## src/hw/rtl/acsfr_pkg.sv

```systemverilog
`default_nettype none

package acsfr_pkg;

	localparam int unsigned FRAME_BYTES = 24;

	localparam logic [4:0] POS_HUNT    = 5'd0;
	localparam logic [4:0] POS_HEAD_LAST = 5'd5;
	localparam logic [4:0] POS_LEAD    = 5'd6;
	localparam logic [4:0] POS_POWER   = 5'd7;
	localparam logic [4:0] POS_FLAGS   = 5'd8;
	localparam logic [4:0] POS_FANMODE = 5'd9;
	localparam logic [4:0] POS_ROOM    = 5'd10;
	localparam logic [4:0] POS_SET     = 5'd11;
	localparam logic [4:0] POS_TIMER   = 5'd14;
	localparam logic [4:0] POS_CHECK   = 5'd17;
	localparam logic [4:0] POS_FOOT    = 5'd18;
	localparam logic [4:0] POS_LAST    = 5'(FRAME_BYTES - 1);

	localparam logic [7:0] LEAD_BYTE   = 8'hBD;
	localparam logic [7:0] NIGHT_BIT   = 8'h04;
	localparam logic [7:0] NIBBLE_MASK = 8'h0F;

	typedef struct packed {
		logic       power_on;
		logic       night_mode;
		logic [3:0] fan_speed;
		logic [3:0] op_mode;
		logic [7:0] room_deg;
		logic [7:0] setpoint_deg;
		logic [7:0] timer_hours;
	} status_t;

	// header letters G A I T E K
	function automatic logic [7:0] head_char(input logic [2:0] idx);
		logic [7:0] c;
		case (idx)
			3'd0: c = 8'h47;
			3'd1: c = 8'h41;
			3'd2: c = 8'h49;
			3'd3: c = 8'h54;
			3'd4: c = 8'h45;
			3'd5: c = 8'h4B;
			default: c = 8'h00;
		endcase
		return c;
	endfunction

	// footer is the header reversed
	function automatic logic [7:0] foot_char(input logic [2:0] idx);
		return head_char(3'd5 - idx);
	endfunction

endpackage

`default_nettype wire

```

## src/hw/rtl/ac_status_frame_receiver_unit.sv

```systemverilog
// A status word reaches the outputs once the last frame byte has passed the input
// register and the parsed result has been captured in the status register.
// Throughput: one byte per cycle; stalls only while a result waits on out_ready.
// Reset: arst_n asynchronously clears the frame position and both valid flags;
// the block then hunts for a new header.
`default_nettype none

module ac_status_frame_receiver_unit
	import acsfr_pkg::*;
(
	input  wire logic       clk,
	input  wire logic       arst_n,
	input  wire logic       in_valid,
	output logic            in_ready,
	input  wire logic [7:0] rx_byte,
	output logic            out_valid,
	input  wire logic       out_ready,
	output logic            power_on,
	output logic            night_mode,
	output logic [3:0]      fan_speed,
	output logic [3:0]      op_mode,
	output logic [7:0]      room_deg,
	output logic [7:0]      setpoint_deg,
	output logic [7:0]      timer_hours
);

	logic       valid_s1;
	logic [7:0] rx_byte_s1;
	logic       advance;
	logic       res_valid;
	status_t    res;
	logic [4:0] frame_pos;
	logic       out_valid_q;
	status_t    status_q;

	assign advance = valid_s1 && (!out_valid_q || out_ready);

	acsfr_in_reg u_in_reg (
		.clk        (clk),
		.arst_n     (arst_n),
		.in_valid   (in_valid),
		.in_ready   (in_ready),
		.rx_byte    (rx_byte),
		.advance    (advance),
		.valid_s1   (valid_s1),
		.rx_byte_s1 (rx_byte_s1)
	);

	acsfr_parse u_parse (
		.clk        (clk),
		.arst_n     (arst_n),
		.fire       (advance),
		.rx_byte_s1 (rx_byte_s1),
		.res_valid  (res_valid),
		.res        (res),
		.frame_pos  (frame_pos)
	);

	always_ff @(posedge clk or negedge arst_n) begin
		if (!arst_n) begin
			out_valid_q <= 1'b0;
		end else if (res_valid) begin
			out_valid_q <= 1'b1;
		end else if (out_ready) begin
			out_valid_q <= 1'b0;
		end
	end

	always_ff @(posedge clk) begin
		if (res_valid) begin
			status_q <= res;
		end
	end

	assign out_valid    = out_valid_q;
	assign power_on     = status_q.power_on;
	assign night_mode   = status_q.night_mode;
	assign fan_speed    = status_q.fan_speed;
	assign op_mode      = status_q.op_mode;
	assign room_deg     = status_q.room_deg;
	assign setpoint_deg = status_q.setpoint_deg;
	assign timer_hours  = status_q.timer_hours;

`ifndef SYNTH
	a_pos_range: assert property (@(posedge clk) disable iff (!arst_n)
		frame_pos <= POS_LAST)
		else $error("frame position out of range");

	a_res_slot_free: assert property (@(posedge clk) disable iff (!arst_n)
		res_valid |-> (!out_valid_q || out_ready))
		else $error("result overwrites a pending word");

	a_ready_stall: assert property (@(posedge clk) disable iff (!arst_n)
		!in_ready |-> (valid_s1 && out_valid_q && !out_ready))
		else $error("input stalled without output backpressure");

	a_res_only_last: assert property (@(posedge clk) disable iff (!arst_n)
		res_valid |=> (frame_pos == POS_HUNT))
		else $error("result not at frame end");
`endif

endmodule

`default_nettype wire

```

## src/hw/rtl/acsfr_in_reg.sv

```systemverilog
`default_nettype none

module acsfr_in_reg
	import acsfr_pkg::*;
(
	input  wire logic       clk,
	input  wire logic       arst_n,
	input  wire logic       in_valid,
	output logic            in_ready,
	input  wire logic [7:0] rx_byte,
	input  wire logic       advance,
	output logic            valid_s1,
	output logic [7:0]      rx_byte_s1
);

	assign in_ready = !valid_s1 || advance;

	always_ff @(posedge clk or negedge arst_n) begin
		if (!arst_n) begin
			valid_s1 <= 1'b0;
		end else if (in_ready) begin
			valid_s1 <= in_valid;
		end
	end

	always_ff @(posedge clk) begin
		if (in_ready && in_valid) begin
			rx_byte_s1 <= rx_byte;
		end
	end

endmodule

`default_nettype wire

```

## src/hw/rtl/acsfr_parse.sv

```systemverilog
`default_nettype none

module acsfr_parse
	import acsfr_pkg::*;
(
	input  wire logic       clk,
	input  wire logic       arst_n,
	input  wire logic       fire,
	input  wire logic [7:0] rx_byte_s1,
	output logic            res_valid,
	output status_t         res,
	output logic [4:0]      frame_pos
);

	logic [4:0] pos_q;
	logic [4:0] pos;
	logic [4:0] pos_nxt;
	logic [7:0] xor_q;
	logic       lead_ok_q;
	logic       foot_ok_q;
	logic       power_q;
	logic       night_q;
	logic [7:0] fanmode_q;
	logic [7:0] room_q;
	logic [7:0] set_q;
	logic [7:0] timer_q;
	logic [7:0] b;

	assign b = rx_byte_s1;
	assign pos = (pos_q > POS_LAST) ? POS_HUNT : pos_q;
	assign frame_pos = pos_q;

	always_comb begin
		if (pos <= POS_HEAD_LAST) begin
			pos_nxt = (b == head_char(pos[2:0])) ? pos + 5'd1 : POS_HUNT;
		end else if (pos == POS_LAST) begin
			pos_nxt = POS_HUNT;
		end else begin
			pos_nxt = pos + 5'd1;
		end
	end

	// body xor over lead..check byte must come out zero
	assign res_valid = fire && (pos == POS_LAST) && lead_ok_q && foot_ok_q
		&& (xor_q == 8'h00) && (b == foot_char(3'd5));

	always_comb begin
		res.power_on     = power_q;
		res.night_mode   = night_q;
		res.fan_speed    = fanmode_q[7:4];
		res.op_mode      = fanmode_q[3:0] & NIBBLE_MASK[3:0];
		res.room_deg     = room_q;
		res.setpoint_deg = set_q;
		res.timer_hours  = timer_q;
	end

	always_ff @(posedge clk or negedge arst_n) begin
		if (!arst_n) begin
			pos_q <= POS_HUNT;
		end else if (fire) begin
			pos_q <= pos_nxt;
		end
	end

	always_ff @(posedge clk) begin
		if (fire) begin
			if (pos == POS_LEAD) begin
				xor_q     <= b;
				lead_ok_q <= (b == LEAD_BYTE);
			end else if (pos > POS_LEAD && pos <= POS_CHECK) begin
				xor_q <= xor_q ^ b;
			end
			if (pos == POS_POWER) begin
				power_q <= (b != 8'h00);
			end
			if (pos == POS_FLAGS) begin
				night_q <= ((b & NIGHT_BIT) != 8'h00);
			end
			if (pos == POS_FANMODE) begin
				fanmode_q <= b;
			end
			if (pos == POS_ROOM) begin
				room_q <= b;
			end
			if (pos == POS_SET) begin
				set_q <= b;
			end
			if (pos == POS_TIMER) begin
				timer_q <= b;
			end
			if (pos == POS_FOOT) begin
				foot_ok_q <= (b == foot_char(3'd0));
			end else if (pos > POS_FOOT && pos < POS_LAST) begin
				foot_ok_q <= foot_ok_q && (b == foot_char(3'(pos - POS_FOOT)));
			end
		end
	end

endmodule

`default_nettype wire

```

## config.mk

```make
export PLATFORM = sky130hd
export DESIGN_NAME = ac_status_frame_receiver_unit
export DESIGN_NICKNAME = d
export VERILOG_FILES = /design/src/hw/rtl/acsfr_pkg.sv /design/src/hw/rtl/ac_status_frame_receiver_unit.sv /design/src/hw/rtl/acsfr_in_reg.sv /design/src/hw/rtl/acsfr_parse.sv
export SDC_FILE = /design/constraint.sdc
export NUM_CORES = 1
export LEC_CHECK = 0
export BUFFER_PORTS_ARGS = -buffer_cell sky130_fd_sc_hd__buf_2
export CORE_MARGIN = 2
export CORE_UTILIZATION = 57
export CTS_CLUSTER_DIAMETER = 50
export DETAILED_ROUTE_END_ITERATION = 8
export GPL_TIMING_DRIVEN = 1
export MAX_ROUTING_LAYER = met4
export PLACE_DENSITY_LB_ADDON = 0.2
export REMOVE_ABC_BUFFERS = 1
export SYNTH_ARGS = -nofsm -noshare
export SYNTH_HDL_FRONTEND = slang
export SYNTH_SLANG_ARGS = --single-unit
```

## constraint.sdc

```tcl
create_clock -name clk -period 6.7 [get_ports clk]
set_clock_uncertainty 0.1 [all_clocks]
set_input_delay 1.34 -clock clk [delete_from_list [all_inputs] [get_ports clk]]
set_output_delay 1.34 -clock clk [all_outputs]
set_load 0.005 [all_outputs]
```

==> Yosys cells after proc, flatten, opt, wreduce, memory -nomap -nowiden <==
Cells that the tools add are included.
{ "totals": {"ff_bits": 93, "output_inout_bits": 36} }
{ "op_classes": {"muxes": 16, "reduce_logical": 30, "n_addsub": 3, "magnitude_cmp": 6, "eq_ne": 24, "n_bitwise": 1} }
{ "ops": {"columns": ["cell", "n"], "rows": [
  ["one-hot mux 7 bit (6 select lines)", 2],
  ["two-way mux 8 bit", 6],
  ["== test 5 x 4 -> 1 bit, second input constant", 5],
  ["two-way mux 5 bit", 4],
  ["AND reduction 2 bit", 9],
  ["== test 8 x 7 -> 1 bit, second input constant", 2],
  ["== test 8 bit", 2],
  ["== test 3 x 2 -> 1 bit, second input constant", 4],
  ["== test 3 bit, second input constant", 4],
  ["== test 5 x 3 -> 1 bit, second input constant", 2],
  ["== test 5 bit, second input constant", 2],
  ["> comparator 5 bit, second input constant", 2],
  ["logical AND 1 bit", 10],
  ["== test 8 bit, second input constant", 1],
  ["logical NOT 8 bit", 1],
  ["nonzero test 8 bit", 1],
  ["XOR 8 bit", 1],
  ["== test 3 x 1 -> 1 bit, second input constant", 2],
  ["logical NOT 3 bit", 2],
  ["nonzero test 2 bit", 3],
  ["adder 5 x 1 -> 5 bit, second input constant", 1],
  ["> comparator 5 x 3 -> 1 bit, second input constant", 1],
  ["less-or-equal comparator 5 x 3 -> 1 bit, second input constant", 1],
  ["less-or-equal comparator 5 bit, second input constant", 1],
  ["6 further kinds", 11]
]} }

==> Longest topological paths before layout <==
{ "depth": {"word_depth": 13, "ltp_mapped": 12, "depth_no_buf": 10} }

==> Cells and area by module <==
Synthesis repeated with hierarchy kept, for this count alone.
{ "unflattened": {"hier_cells": 245, "area_unflattened_um2": 3726.1} }
{ "by_module_without_submodules": {"columns": ["mod", "cells_each", "area_each_um2", "n_inst"], "rows": [
  ["acsfr_parse", 195, 2367.3, 1],
  ["ac_status_frame_receiver_unit", 38, 1064.8, 1],
  ["acsfr_in_reg", 12, 294.0, 1]
]} }

==> Worst setup path before layout <==
Ideal clock, no wire load.
{ "synth_path": {"kind": "in2reg", "from": "input out_ready", "to": "register status_q (netlist bit fan_speed[0]), enable pin", "required_time_ns": 6.090, "arrival_time_ns": 4.903, "path_buffers": 0, "slack_ns": 1.187, "path_stages": 3, "path_cell_list": "nand2b_1 nand2_1 nor4_1"} }
{ "synth_via": {"elab_chain_len": 7} }
{ "synth_rtl": {"columns": ["item", "line_no", "text"], "rows": [
  ["from (decl)", "ac_status_frame_receiver_unit.sv:17", "input wire logic out_ready,"],
  ["logical OR 1 bit", "ac_status_frame_receiver_unit.sv:36", "assign advance = valid_s1 && (!out_valid_q || out_ready);"],
  ["logical AND 1 bit", "ac_status_frame_receiver_unit.sv:36", null],
  ["logical AND 1 bit (3 in a row)", "acsfr_parse.sv:44", "assign res_valid = fire && (pos == POS_LAST) && lead_ok_q && foot_ok_q"],
  ["logical AND 1 bit (2 in a row)", "acsfr_parse.sv:45", "&& (xor_q == 8'h00) && (b == foot_char(3'd5));"],
  ["named net res_valid", "ac_status_frame_receiver_unit.sv:30", "logic res_valid;"],
  ["to (signal assigned)", "ac_status_frame_receiver_unit.sv:71", "status_q <= res;"],
  ["to (decl)", "ac_status_frame_receiver_unit.sv:34", "status_t status_q;"]
]} }
The timed path passes the listed nets, and every way through them passes these cells.
A chain may end at the register's enable or synchronous reset.

==> Worst setup path after layout <==
{ "layout_path": {"from": "input out_ready", "to": "output in_ready"} }
{ "layout_via": {"elab_chain_len": 3} }
{ "layout_rtl": {"columns": ["item", "line_no", "text"], "rows": [
  ["logical OR 1 bit", "ac_status_frame_receiver_unit.sv:36", null],
  ["logical AND 1 bit", "ac_status_frame_receiver_unit.sv:36", null],
  ["logical OR 1 bit", "acsfr_in_reg.sv:16", "assign in_ready = !valid_s1 || advance;"],
  ["to (decl)", "ac_status_frame_receiver_unit.sv:14", "output logic in_ready,"]
]} }
No other way between the ends.

==> impl_metrics.yaml <==
power:
  p_leak_nw: 1.47
  ir_drop_mv: 0.145
  p_per_area_nw_per_um2: 256
route:
  dr.pass1.iters: 5
  via_per_inst: 5.61
  num_vias: 2094
  drt-initial-drc-count: 178
  dr_wl_met2_um: 2960
  wl_um: 6270
  drcViolationCount: 0
  routedLengthMet1_um: 2800
  routedWlPerCell_um: 16.8
  dr_wl_met3_um: 482
  postRouteAntennaNets: 0
  highest_layer: "met4"
timing:
  min_period_ns: 3.19
  setup_viol: 0
  worst_pin_slew_ns: 1.04
  maxSlewHeadroom_pct: 30.1
  fmax_mhz: 313
  slew_violations: 0
  rsz0062_at_grt: "false"
  finalSetupTns_ns: 0
  period_share_pct: 47.7
  hold_viol: 0
  layout_setup_ws_ns: 3.51
logic_synthesis:
  syn-instance-count: 245
  synth_edf_count: 86
  synth_ff_type: "edfxtp_1"
  syn-cell-area_um2: 3710
  async_flop_share_pct: 7.53
  syn_area_per_cell_um2: 15.1
  ys_seq_area_share_pct: 74.3
  synth_warnings: 0
  synth.distinct_cells: 44
  ys_ff_latch: 93
floorplan:
  fp.dieW_um: 84.7
  core.rowCount: 29
  io_pins: 48
  core_area_um2: 6310
  die_h_um: 84.7
  initial_core_util_pct: 58.8
  die_area_um2: 7170
clocking:
  ctsResizeCount: 0
  clock_latency_ns: 0.35
  cts_buffer_depth: 2
  numCtsBuffers: 9
  root_buffer: "clkbuf_8"
  cts_hold_buffers: 0
  cts_tree: "yes"
  cts_max_level: 3
  path_clk_slew_ns: 0.10
  postCtsSetupBuffers: 0
  cts_sinks: 93
grt:
  antenna_found_initial: 0
  grt_overflow: 0
  first_global_vias: 2026
  grt_max_degree: 35
  grt_pass1_wl_um: 10200
  grt_usage_pct: 19.0
critical_path:
  cp_data_arrival_time_ns: 1.75
  worstSetupStartpointType: "primary input"
  path_max_fanout: 3
  worst_setup_path_end_kind: "output pin"
  cp.required_ns: 5.26
  crit_type: "primary input to output pin"
cells_and_area:
  nets: 309
  layout_commonest_cell: "edfxtp_1"
  final_layout_size_suffix_gt1_share_pct: 23.3
  layout_common_cells: "edfxtp_1, buf_2, nand2_1"
  fillers: 452
  diodes: 0
  regArea_um2: 2760
  area_delta_synth_final_pct: 14.0
  multi_input_area_um2: 885
placement:
  dp_hpwl_um: 4010
  io_buffers: 47
  place_congestion: 0.825
  dp_slack_ns: 3.44
worst_hold_path:
  hp-class: "register to register"
run:
  max_cap_violations: 0
outcome:
  status: "finished clean"
final cells by class:
class                      count  share of cell area [%]
inverter                       4                   0.355
clock buffer                   9                    2.93
clock inverter                 7                    2.57
tap                           77                    2.28
sequential                    93                    65.2
multi-input combinational    135                    20.9
timing repair buffer          48                    5.74
cells by family after synthesis:
group	synth area share, %
multiplexers	0.809
buffers and inverters	1.99
XOR/XNOR	3.54
flip-flops	74.3
AO/OA/AOI/OAI	5.94
AND/OR/NAND/NOR	11.4
adder cells (fa/ha/maj)	2.02
cell usage after synthesis (4+ instances only):
master    number  area [µm²]
dfrtp_1        7         175
nand3_1        5        25.0
xnor2_1       11        96.3
and2_1         5        31.3
edfxtp_1      86        2580
clkbuf_1      10        37.5
nand3b_1       6        45.0
a21oi_1        7        35.0
nand2_1       26        97.6
nand4b_1       4        35.0
nand2b_1       4        25.0
ha_1           6        75.1
nor2_1        12        45.0
xor2_1         4        35.0
nor4_1         5        31.3
sequential cells by signal, indices dropped and copies added, names as in the netlist, 4 cells and up:
signal,cells
room_deg,8
setpoint_deg,8
timer_hours,8
u_in_reg.rx_byte_s1,8
u_parse.fanmode_q,8
u_parse.room_q,8
u_parse.set_q,8
u_parse.timer_q,8
u_parse.xor_q,8
u_parse.frame_pos,5
fan_speed,4
op_mode,4
per-layer routing:
layer / track usage [%] / up-vias
met5: - / -
met3: 4.03 / 4
met4: 6.35 / 0
met2: 28.3 / 89
li1: - / 1003
met1: 26.4 / 998
critical path, stage by stage:
cell and delay [ns]:
buf_2 0.10, nand3b_1 0.17, buf_2 0.14
report_power, final:
group | internal, mW | switching (mW)
clock network | 0.215 | 0.198
logic | 0.0105 | 0.00900
registers | 0.636 | 0.0149
total | 0.862 | 0.222
through the flow:
| stage | total power, mW | hold slack [ns] | utilization, % | instances | instance area (µm²) |
|---|---|---|---|---|---|
| after global routing | 1.12 | 0.333 | 67.0 | 373 | 4230 |
| after CTS | 1.09 | 0.320 | 67.0 | 373 | 4230 |
| after floorplan | 0.671 | 0.300 | - | 232 | 3650 |
| after global placement | 0.683 | 0.301 | 63.3 | 357 | 4000 |
| final | 1.08 | 0.318 | 67.0 | 373 | 4230 |
| after detailed placement | 0.684 | 0.305 | 63.3 | 357 | 4000 |
final timing paths:
check	to	from	depth (start not counted)	slack [ns]
worst max-delay path	in_ready	out_ready	3	3.51
worst min-delay path	timer_hours[7]	u_parse.timer_q[7]	0	0.32
worst max register to register	night_mode	u_parse.frame_pos[4]	8	3.85
worst min register to register	timer_hours[7]	u_parse.timer_q[7]	0	0.32
max in group asynchronous	u_parse.frame_pos[2]	arst_n	1	5.65
min in group asynchronous	u_parse.frame_pos[4]	arst_n	1	0.70
(Power assumes the default switching activity.)
